==> src/rtl/modular_exponentiation_defines.svh <==
// ---------------------------------------------------------------------------
// Assertion macros for the modular exponentiation block
// Shared property wrappers, clocked on clk and disabled while arst_n is low.
// ---------------------------------------------------------------------------
`ifndef MODULAR_EXPONENTIATION_DEFINES_SVH
`define MODULAR_EXPONENTIATION_DEFINES_SVH

// Same-cycle implication
`define MEXP_ASSERT_IMP(lbl, ante, cons, msg) \
	lbl: assert property (@(posedge clk) disable iff (!arst_n) (ante) |-> (cons)) \
		else $error(msg);

// Next-cycle implication
`define MEXP_ASSERT_NXT(lbl, ante, cons, msg) \
	lbl: assert property (@(posedge clk) disable iff (!arst_n) (ante) |=> (cons)) \
		else $error(msg);

`endif

==> src/rtl/mexp_pkg.sv <==
// ---------------------------------------------------------------------------
// mexp_pkg
// Sequencer states and action codes for the modular exponentiation block.
// ---------------------------------------------------------------------------
package mexp_pkg;

	// Action codes carried on the input transfer
	localparam logic ACT_POWER   = 1'b0;
	localparam logic ACT_INVERSE = 1'b1;

	// Sequencer states
	typedef enum logic [2:0] {
		ST_IDLE,
		ST_REDUCE,
		ST_CHECK,
		ST_MUL_ACC,
		ST_MUL_SQ,
		ST_FINISH
	} mexp_state_t;

endpackage

==> src/rtl/modular_exponentiation.sv <==
// ---------------------------------------------------------------------------
// modular_exponentiation
// base^exponent mod modulus (base^(modulus-2) for the inverse action) by
// right-to-left square-and-multiply, every modular product formed on one
// shared shift-add reducing unit, one multiplier bit per cycle.
// ---------------------------------------------------------------------------
//
//  channel | handshake            | payload
//  --------+----------------------+---------------------------------------
//  in      | in_valid / in_ready  | action, base, exponent, modulus
//  out     | out_valid / out_ready| residue, modulus_error
//
//  Per item: the base is first reduced mod the modulus, then each exponent
//  bit takes a check and up to two modular products (accumulate, square),
//  and the finish state loads the output register.
//  A zero modulus goes straight to the finish state.
//  in_ready is high only when the sequencer is idle; a finished result
//  waits in the output register without holding off the next transfer.
//  arst_n clears the sequencer and the output valid flag.
//
module modular_exponentiation #(
	parameter int DATA_WIDTH = 64
) (
	input  logic                  clk,
	input  logic                  arst_n,
	input  logic                  in_valid,
	output logic                  in_ready,
	input  logic                  action,
	input  logic [DATA_WIDTH-1:0] base,
	input  logic [DATA_WIDTH-1:0] exponent,
	input  logic [DATA_WIDTH-1:0] modulus,
	output logic                  out_valid,
	input  logic                  out_ready,
	output logic [DATA_WIDTH-1:0] residue,
	output logic                  modulus_error
);
	import mexp_pkg::*;

	`include "modular_exponentiation_defines.svh"

	localparam int CntW = (DATA_WIDTH > 1) ? $clog2(DATA_WIDTH) : 1;
	localparam int SumW = DATA_WIDTH + 2;
	localparam logic [DATA_WIDTH-1:0] One = DATA_WIDTH'(1);
	localparam logic [DATA_WIDTH-1:0] Two = DATA_WIDTH'(2);
	localparam logic [CntW-1:0] LastCnt = CntW'(DATA_WIDTH - 1);

	mexp_state_t state_q, state_d;

	logic [DATA_WIDTH-1:0] m_q;     // modulus
	logic [DATA_WIDTH-1:0] e_q;     // remaining exponent
	logic [DATA_WIDTH-1:0] acc_q;   // running power
	logic [DATA_WIDTH-1:0] sq_q;    // running square
	logic [DATA_WIDTH-1:0] prod_q;  // product being built
	logic [DATA_WIDTH-1:0] mplr_q;  // multiplier, scanned from the top
	logic                  err_q;
	logic [CntW-1:0]       cnt_q;

	logic                  out_valid_q;
	logic [DATA_WIDTH-1:0] residue_q;
	logic                  mod_err_q;

	logic                  accept;
	logic                  last_bit;
	logic                  load_out;
	logic [DATA_WIDTH-1:0] addend;
	logic [SumW-1:0]       sum;
	logic [SumW-1:0]       m1_ext;
	logic [SumW-1:0]       m2_ext;
	logic [SumW-1:0]       red_ext;
	logic [DATA_WIDTH-1:0] red;

	assign accept   = in_valid && in_ready;
	assign last_bit = (cnt_q == LastCnt);

	// Shared unit: (2*prod + addend) mod m, the sum always below 3m
	always_comb begin
		if (state_q == ST_REDUCE) begin
			addend = {{(DATA_WIDTH-1){1'b0}}, mplr_q[DATA_WIDTH-1]};
		end else begin
			addend = mplr_q[DATA_WIDTH-1] ? sq_q : '0;
		end
		sum    = {1'b0, prod_q, 1'b0} + {2'b00, addend};
		m1_ext = {2'b00, m_q};
		m2_ext = {1'b0, m_q, 1'b0};
		priority if (sum >= m2_ext) begin
			red_ext = sum - m2_ext;
		end else if (sum >= m1_ext) begin
			red_ext = sum - m1_ext;
		end else begin
			red_ext = sum;
		end
		red = red_ext[DATA_WIDTH-1:0];
	end

	// Sequencer state register
	always_ff @(posedge clk or negedge arst_n) begin
		if (!arst_n) begin
			state_q <= ST_IDLE;
		end else begin
			state_q <= state_d;
		end
	end

	// Next state and handshake
	always_comb begin
		state_d  = state_q;
		in_ready = 1'b0;
		load_out = 1'b0;
		unique case (state_q)
			ST_IDLE: begin
				in_ready = 1'b1;
				if (in_valid) begin
					state_d = (modulus == '0) ? ST_FINISH : ST_REDUCE;
				end
			end
			ST_REDUCE: begin
				if (last_bit) begin
					state_d = ST_CHECK;
				end
			end
			ST_CHECK: begin
				priority if (e_q == '0) begin
					state_d = ST_FINISH;
				end else if (e_q[0]) begin
					state_d = ST_MUL_ACC;
				end else begin
					state_d = ST_MUL_SQ;
				end
			end
			ST_MUL_ACC: begin
				if (last_bit) begin
					state_d = (e_q[DATA_WIDTH-1:1] == '0) ? ST_FINISH : ST_MUL_SQ;
				end
			end
			ST_MUL_SQ: begin
				if (last_bit) begin
					state_d = ST_CHECK;
				end
			end
			ST_FINISH: begin
				if (!out_valid_q || out_ready) begin
					load_out = 1'b1;
					state_d  = ST_IDLE;
				end
			end
			default: begin
				state_d = ST_IDLE;
			end
		endcase
	end

	// Bit counter for the shared unit
	always_ff @(posedge clk or negedge arst_n) begin
		if (!arst_n) begin
			cnt_q <= '0;
		end else if (state_q == ST_REDUCE || state_q == ST_MUL_ACC ||
				state_q == ST_MUL_SQ) begin
			cnt_q <= last_bit ? '0 : cnt_q + CntW'(1);
		end else begin
			cnt_q <= '0;
		end
	end

	// Operand and product registers
	always_ff @(posedge clk) begin
		unique case (state_q)
			ST_IDLE: begin
				if (accept) begin
					m_q    <= modulus;
					e_q    <= (action == ACT_INVERSE) ? modulus - Two : exponent;
					acc_q  <= (modulus == One || modulus == '0) ? '0 : One;
					err_q  <= (modulus == '0);
					mplr_q <= base;
					prod_q <= '0;
				end
			end
			ST_REDUCE: begin
				prod_q <= red;
				mplr_q <= {mplr_q[DATA_WIDTH-2:0], 1'b0};
				if (last_bit) begin
					sq_q <= red;
				end
			end
			ST_CHECK: begin
				mplr_q <= e_q[0] ? acc_q : sq_q;
				prod_q <= '0;
			end
			ST_MUL_ACC: begin
				prod_q <= red;
				mplr_q <= {mplr_q[DATA_WIDTH-2:0], 1'b0};
				if (last_bit) begin
					acc_q  <= red;
					mplr_q <= sq_q;
					prod_q <= '0;
				end
			end
			ST_MUL_SQ: begin
				prod_q <= red;
				mplr_q <= {mplr_q[DATA_WIDTH-2:0], 1'b0};
				if (last_bit) begin
					sq_q <= red;
					e_q  <= {1'b0, e_q[DATA_WIDTH-1:1]};
				end
			end
			ST_FINISH: begin
			end
			default: begin
			end
		endcase
	end

	// Output register
	always_ff @(posedge clk or negedge arst_n) begin
		if (!arst_n) begin
			out_valid_q <= 1'b0;
		end else if (load_out) begin
			out_valid_q <= 1'b1;
		end else if (out_ready) begin
			out_valid_q <= 1'b0;
		end
	end

	always_ff @(posedge clk) begin
		if (load_out) begin
			residue_q <= acc_q;
			mod_err_q <= err_q;
		end
	end

	assign out_valid     = out_valid_q;
	assign residue       = residue_q;
	assign modulus_error = mod_err_q;

	// Checks
	`MEXP_ASSERT_IMP(a_err_gives_zero, out_valid && modulus_error, residue == '0, "error result not zero")
	`MEXP_ASSERT_NXT(a_zero_mod_finish, accept && modulus == '0, state_q == ST_FINISH, "zero modulus not short-cut")
	`MEXP_ASSERT_IMP(a_prod_reduced, state_q == ST_MUL_ACC || state_q == ST_MUL_SQ || state_q == ST_REDUCE, prod_q < m_q, "partial product not reduced")
	`MEXP_ASSERT_IMP(a_ops_reduced, state_q == ST_CHECK || state_q == ST_MUL_ACC || state_q == ST_MUL_SQ, acc_q < m_q && sq_q < m_q, "operand not reduced")

endmodule
==> config.mk <==
export PLATFORM = sky130hd
export DESIGN_NAME = modular_exponentiation
export DESIGN_NICKNAME = d
export VERILOG_FILES = /design/src/rtl/mexp_pkg.sv /design/src/rtl/modular_exponentiation.sv
export VERILOG_INCLUDE_DIRS = /design/src /design/src/rtl
export SDC_FILE = /design/constraint.sdc
export NUM_CORES = 1
export LEC_CHECK = 0
export BUFFER_PORTS_ARGS = -buffer_cell sky130_fd_sc_hd__buf_2
export CORE_MARGIN = 1.5
export CORE_UTILIZATION = 35
export DETAILED_ROUTE_END_ITERATION = 6
export GPL_TIMING_DRIVEN = 0
export MAX_ROUTING_LAYER = met4
export PLACE_DENSITY = 0.54
export SYNTH_ARGS = -nofsm -noshare
export SYNTH_HDL_FRONTEND = slang
export SYNTH_SLANG_ARGS = --single-unit
==> constraint.sdc <==
create_clock -name clk -period 10.6 [get_ports clk]
set_clock_uncertainty 0.15 [all_clocks]
set_input_delay 0.53 -clock clk [delete_from_list [all_inputs] [get_ports clk]]
set_output_delay 0.53 -clock clk [all_outputs]
set_load 0.02 [all_outputs]
==> metrics.md, run 1 <==
| Metric | Value |
|---|---|
| Share of total power in combinational logic | 3.1% |
| Critical path type | register to register |
| FFs w/ async S/R, synth | 2.17% |
| Switching Power | 0.000883 W |
| Post-DRT Antenna Nets | 0 |
| Synth unique cells | 93 |
| Post-Syn Instances | 3,528 |
| Sequential share of the synthesized area | 42.4% |
| Ports | 264 |
| First-pass GRT wire length | 180,000 um |
| GRT Total Usage | 26.3% |
| RSZ-0062 raised after global routing | false |
| Clock power frac | 47.4% |
| Post-DP HPWL | 103,000 um |
| Tmin final | 10,240 ps |
| Synth top area cells | edfxtp_1 (42%), ha_1 (7.4%), a21oi_1 (5.4%), nand2_1 (4.4%), o21ai_0 (4.0%) |
| CTS tree | built |
| CTS Sinks | 460 |
| Maximum VDD drop | 0.123 mV |
| GP Congestion | 0.972 |
| Main flop type after synthesis | edfxtp_1 |
| Layout cell share with drive strength beyond 1 | 12.1% |
| Die W | 308 um |
| Post-Syn Area | 0.0325 mm^2 |
| Drt first pass iters | 5 |
| Drt total wl | 124,000 um |
| Final setup margin | 361 ps |
| P&R area growth vs syn | 17.6% |
| Pre-CTS setup slack | -102 ps |
| Fmax | 0.0977 GHz |
| Seq pwr share | 49.5% |
| Avg Cell Area, Syn | 9.21 um^2 |
| FF/Latch Area | 0.0138 mm^2 |
| Clock Path Buffers | 3 |
| Yosys warnings | 0 |
| Final instance area | 0.0382 mm^2 |
| Cell Pwr Density | 104 mW/mm^2 |
| Leak | 14.8 nW |
| Slew HR | 2.58% |
| Die Y | 308 um |
| CP max-delay cell | clkbuf_1 |
| CP Capture Type | register |
| Area of the core | 0.0918 mm^2 |
| Clock buffer count from CTS | 53 |
| Nets | 4,317 |
| Largest area contributor in the netlist | edfxtp_1 |
| Largest net degree at the start of global routing | 45 |
| Switching share of power | 22.1% |
| Area of the multi-input gates | 0.0174 mm^2 |
| Residual DRC count | 0 |
| WL per Instance | 23.8 um |
| Final period util | 96.6% |
| Grt total ovfl | 0 |
| H-tree depth | 2 |
| Clock slew at reported path FFs | 60 ps |
| Max incr delay on CP | 620 ps |
| Initial Util | 35.4% |
| Final hold vios | 0 |
| Cell Area, Placed | 0.0358 mm^2 |
| Core Util, Final | 41.6% |
| Post-CTS Repair Setup Buffers | 0 |
| Fin. max-slew vios | 0 |
| #FFs+latches synth | 460 |
| Number of global-route vias before repair | 27,900 |
| Status | completed |
| Site row count | 111 |
| Hold Path Class | input port to register |
| Pint | 0.00311 W |
| Vias per cell | 5.57 |
| Clk Latency, worst-skew pair | 650 ps |
| Initial antenna violation count | 5 |
| Post-synth EDFFs | 450 |
| Port bufs | 262 |
| Die area | 0.0947 mm^2 |
| CP required | 10,820 ps |
| Yosys top cell area share | 41.6% |
| Slew @ Worst Pin | 1440 ps |
| Crit path DAT | 10,460 ps |
| Fill cells | 9,263 |
| Final setup fails | 0 |
| Worst Setup Start Kind | register |
| Crit path top cell by count | a21o_1 |
| Initial DRC count | 2,661 |
| Root Buffer | clkbuf_16 |
| Critical path fanouts, max | 10 |
| Syn_nets | 3,921 |
| DR vias | 29,100 |
| Max-cap violation count | 0 |
-- cells in the final DEF, fill, tap and decap left out, types with 30 or more instances in the layout --
cell           netlist  routed
edfxtp_1           450     450
nand2_1            383     383
a21oi_1            349     349
buf_2               36     298
nor2_1             282     282
o21ai_0            262     260
ha_1               193     193
inv_1              150     149
xnor2_1            146     145
clkbuf_1           135     136
and2_1              99      99
a21o_1              89      89
a211oi_1            83      82
nand3_1             76      76
xor2_1              70      70
nor3_1              70      69
a221oi_1            68      68
dlygate4sd3_1        0      57
clkbuf_16            0      53
o21bai_1            45      45
nor4_1              45      45
nand4_1             43      43
a31oi_1             38      38
and3_1              34      34
nor2b_1             32      31
mux2i_1             31      30
-- cell families (layout without fill, tap and decap cells) --
group                      count (synthesis)  in the layout  synth area share (%)
AOI/OAI and AO/OA                       1118           1118                  21.7
xor gates and xnor gates                 216            216                  5.82
adders and majority gates                196            196                  7.62
buffers and inverters                    342            783                  4.29
DFF                                      460            460                  42.4
muxes                                     32             32                 0.990
other                                      0              5                     0
and+or+nand+nor                         1164           1164                  17.2
-- through the flow --
stage | power [W] | hold WS (ps) | instances | TNS (ps)
after global routing | 0.00409 | 10.1 | 5216 | 0
after floorplan | 0.00205 | 84.4 | 3528 | 0
final | 0.00399 | 28.5 | 5217 | 0
after detailed placement | 0.00212 | 262 | 5056 | -889
after global placement | 0.00212 | 259 | 5033 | -331900
after CTS | 0.00402 | 1.31 | 5213 | 0
-- sequential cells by signal, indices dropped and copies added (netlist names), 3 cells and up --
signal	count
acc_q	64
cnt_q	6
e_q	64
m_q	64
mplr_q	64
prod_q	64
residue	64
sq_q	64
state_q	3
-- path summary, 6_finish.rpt --
path / start / endpoint / slack (ps) / cells past startpoint
worst max-delay path: state_q[2]$_DFFE_PN0P_ / acc_q[18]$_SDFFCE_PN0P_ / 360 / 32
worst min-delay path: modulus[22] / m_q[22]$_DFFE_PP_ / 30 / 1
worst max register to register: state_q[2]$_DFFE_PN0P_ / acc_q[18]$_SDFFCE_PN0P_ / 360 / 32
worst min register to register: err_q$_DFFE_PP_ / modulus_error$_DFFE_PP_ / 270 / 0
max in group asynchronous: arst_n / cnt_q[4]$_DFF_PN0_ / 9920 / 2
min in group asynchronous: arst_n / out_valid$_DFFE_PN0P_ / 150 / 2
-- cell type report --
type,count,area share [%]
clock buffer,58,3.52
timing repair buffer,342,6.02
clock inverter,42,1.12
inverter,151,1.48
sequential,460,36.0
tap,1243,4.07
multi-input combinational,2726,45.6
antenna,5,0.0327
buffer,190,2.16
-- timing repair --
item / in CTS / in global routing
hold endpoints to repair: 66 / 0
resized for setup: 1 / 8
endpoints found under the setup margin: 22 / 168
hold buffers: 57 / 0
-- metal layers --
| layer | up-vias | routed length [um] | global-route usage [%] |
|---|---|---|---|
| met2 | 1020 | 55300 | 40.5 |
| met1 | 13900 | 57300 | 36.0 |
| met3 | 203 | 6900 | 2.70 |
| met5 | - | 0 | - |
| li1 | 13900 | - | - |
| met4 | 0 | 4550 | 8.70 |
-- Yosys cell counts, types with 70 or more instances --
master,instances
nor2_1,282
a211oi_1,83
ha_1,193
nand3_1,76
nand2_1,383
o21ai_0,262
nor3_1,70
and2_1,99
clkbuf_1,135
inv_1,150
xor2_1,70
xnor2_1,146
a21o_1,89
a21oi_1,349
edfxtp_1,450
-- power groups by stage --
stage / Sequential, W / Clock [W] / Combinational, W
floorplan: 0.00201 / 0 / 0.0000364
global placement: 0.00201 / 0 / 0.000106
detailed placement: 0.00201 / 0 / 0.000107
CTS: 0.00198 / 0.00192 / 0.000125
global route: 0.00197 / 0.00198 / 0.000136
finish: 0.00198 / 0.00189 / 0.000124
-- critical path: cells and delay by family (launching register included) --
family,cells,cell delay (ps)
buf+inv,6,1700
fa+ha+maj,3,750
compound gates,15,4490
flops,1,580
xor+xnor,1,610
simple gates,7,1640
Note: power is estimated with default switching activity, not from simulation.
==> inputs of run 2 (changes only) <==
--- a/config.mk
+++ b/config.mk
@@ -9,6 +9,7 @@
 export BUFFER_PORTS_ARGS = -buffer_cell sky130_fd_sc_hd__buf_2
 export CORE_MARGIN = 1.5
 export CORE_UTILIZATION = 35
+export CTS_BUF_LIST = sky130_fd_sc_hd__clkbuf_4 sky130_fd_sc_hd__clkbuf_8 sky130_fd_sc_hd__clkbuf_16
 export DETAILED_ROUTE_END_ITERATION = 6
 export GPL_TIMING_DRIVEN = 0
 export MAX_ROUTING_LAYER = met4
==> metrics.md, run 2 (same netlist as run 1, synthesis figures left out) <==
| Metric | Value |
|---|---|
| Status | completed (unchanged) |
| CP startpoint | state_q[2]$_DFFE_PN0P_ (unchanged) |
| R2r setup slk | 360 ps (about the same) |
| Die area | 0.0947 mm^2 (unchanged) |
| Crit path DAT | 10,460 ps (about the same) |
| RSZ-0062 raised after global routing | false (unchanged) |
| WL per Instance | 23.8 um (about the same) |
| Die W | 308 um (unchanged) |
| Slew @ Worst Pin | 1400 ps (was 1440 ps) |
| Largest net degree at the start of global routing | 45 (unchanged) |
| Fin. max-slew vios | 0 (unchanged) |
| Cell Area, Placed | 0.0358 mm^2 (unchanged) |
| Max-cap violation count | 0 (unchanged) |
| Grt total ovfl | 0 (unchanged) |
| Post-DP HPWL | 103,000 um (unchanged) |
| Critical path fanouts, max | 10 (unchanged) |
| CTS tree | built (unchanged) |
| CTS Sinks | 460 (unchanged) |
| Port bufs | 262 (unchanged) |
| Die Y | 308 um (unchanged) |
| Final instance area | 0.0382 mm^2 (about the same) |
| Residual DRC count | 0 (unchanged) |
| Clk Latency, worst-skew pair | 650 ps (about the same) |
| Drt first pass iters | 6 (was 5) |
| Hold path start | modulus[22] (unchanged) |
| Fmax | 0.0977 GHz (about the same) |
| Final period util | 96.6% (about the same) |
| Clock slew at reported path FFs | 60 ps (about the same) |
| Crit path top cell by count | o21ai_1 (was a21o_1) |
| Hold Path Class | input port to register (unchanged) |
| First-pass GRT wire length | 180,000 um (about the same) |
| Pre-CTS setup slack | -102 ps (unchanged) |
| Cell Pwr Density | 105 mW/mm^2 (was 104 mW/mm^2) |
| Number of global-route vias before repair | 27,900 (about the same) |
| Maximum VDD drop | 0.123 mV (about the same) |
| Tmin final | 10,240 ps (about the same) |
| Max incr delay on CP | 690 ps (was 620 ps) |
| Root Buffer | clkbuf_16 (unchanged) |
| CP Capture Type | register (unchanged) |
| Hold_ws | 24.2 ps (was 28.5 ps) |
| Reg2Reg Depth | 31 (was 32) |
| Worst reg2reg path startpoint | state_q[2]$_DFFE_PN0P_ (unchanged) |
| Final setup margin | 365 ps (was 361 ps) |
| Initial Util | 35.4% (unchanged) |
| CP max-delay cell | dfrtp_1 (was clkbuf_1) |
| Final Non-Filler Cells | 5,216 (was 5,217) |
| P&R area growth vs syn | 17.7% (was 17.6%) |
| GP Congestion | 0.972 (unchanged) |
| Clock buffer count from CTS | 53 (unchanged) |
| Nets | 4,317 (unchanged) |
| Clock Path Buffers | 3 (unchanged) |
| Critical path type | register to register (unchanged) |
| Vias per cell | 5.57 (about the same) |
| Area of the core | 0.0918 mm^2 (unchanged) |
| Post-DRT Antenna Nets | 0 (unchanged) |
| Final hold vios | 0 (unchanged) |
| Worst r2r dst | acc_q[1]$_SDFFCE_PN0P_ (was acc_q[18]$_SDFFCE_PN0P_) |
| Site row count | 111 (unchanged) |
| Drt total wl | 124,000 um (about the same) |
| GRT Total Usage | 26.3% (about the same) |
| Layout cell share with drive strength beyond 1 | 12.2% (was 12.1%) |
| WHS Path Cells | 1 (unchanged) |
| Ports | 264 (unchanged) |
| Fin Setup TNS | 0 ps (unchanged) |
| Worst Setup Start Kind | register (unchanged) |
| DR vias | 29,100 (unchanged) |
| CP required | 10,820 ps (about the same) |
| Commonest cells after routing, fill and taps aside | edfxtp_1 (450), nand2_1 (383), a21oi_1 (349) (unchanged) |
| Final setup fails | 0 (unchanged) |
| Leak | 14.8 nW (about the same) |
| DP Cell Count | 5,056 (unchanged) |
| Initial antenna violation count | 5 (unchanged) |
| Commonest non-fill, non-tap cell in the layout | edfxtp_1 (unchanged) |
| H-tree depth | 2 (unchanged) |
| Hold worst-path end | m_q[22]$_DFFE_PP_ (unchanged) |
| Initial DRC count | 2,655 (was 2,661) |
| Slew HR | 5.19% (was 2.58%) |
==> run 2: changes by cell type in the layout (fill, tap and decap cells not counted) <==
cell	before	now
clkbuf_1	136	131
clkbuf_4	0	5
diode_2	5	4
==> run 2: layout make-up <==
cell class | instances | area (um^2)
Antenna cell | 4 | 10.0
Buffer | 190 | 826
Clock buffer | 58 | 1360
Clock inverter | 42 | 428
Fill cell | 9259 | 53600
Inverter | 151 | 567
Multi-Input combinational cell | 2726 | 17400
Sequential cell | 460 | 13800
Tap cell | 1243 | 1560
Timing Repair Buffer | 342 | 2300
==> run 2: critical path, delay by kind of cell (launching register included) <==
family	cells	cell delay, ps
xor+xnor	1	600
simple gates	6	1460
buf+inv	5	1370
fa+ha+maj	3	930
compound gates	16	4740
flops	1	690
==> run 2: per-layer routing <==
layer	share of wire [%]	track usage, %	vias to the layer above	wire, um
met5	0	-	-	0
met4	3.7	8.70	0	4590
met3	5.4	2.70	212	6720
met2	45	40.5	1029	55300
met1	46	36.0	13900	57500
li1	-	-	13900	-
==> run 2: where the power goes <==
part,total [W],switching (W),internal [W]
Sequential,0.00198,0.00000000000000000000763,0.00198
Combinational,0.000124,0.0000651,0.0000590
Clock,0.00190,0.000819,0.00108
==> run 2: repair_timing <==
action	CTS	global route
hold buffers	57	0
hold endpoints to repair	66	0
gates resized for setup	1	8
endpoints found under the setup margin	22	168
setup buffers	0	0
==> run 2: worst max-delay path by stage <==
stage / end / slack, ps
global placement: mplr_q[55]$_DFFE_PP_ / -2610
floorplan: mplr_q[0]$_DFFE_PP_ / 2310
CTS: acc_q[1]$_SDFFCE_PN0P_ / 120
finish: acc_q[1]$_SDFFCE_PN0P_ / 360
global route: acc_q[2]$_SDFFCE_PN0P_ / 30
detailed placement: acc_q[1]$_SDFFCE_PN0P_ / -100
==> run 2: metrics by stage <==
stage | power, W | utilization (%)
final | 0.00400 | 41.6
after detailed placement | 0.00212 | 39.0
after floorplan | 0.00205 | -
after CTS | 0.00403 | 41.6
after global routing | 0.00410 | 41.6
after global placement | 0.00212 | 38.5
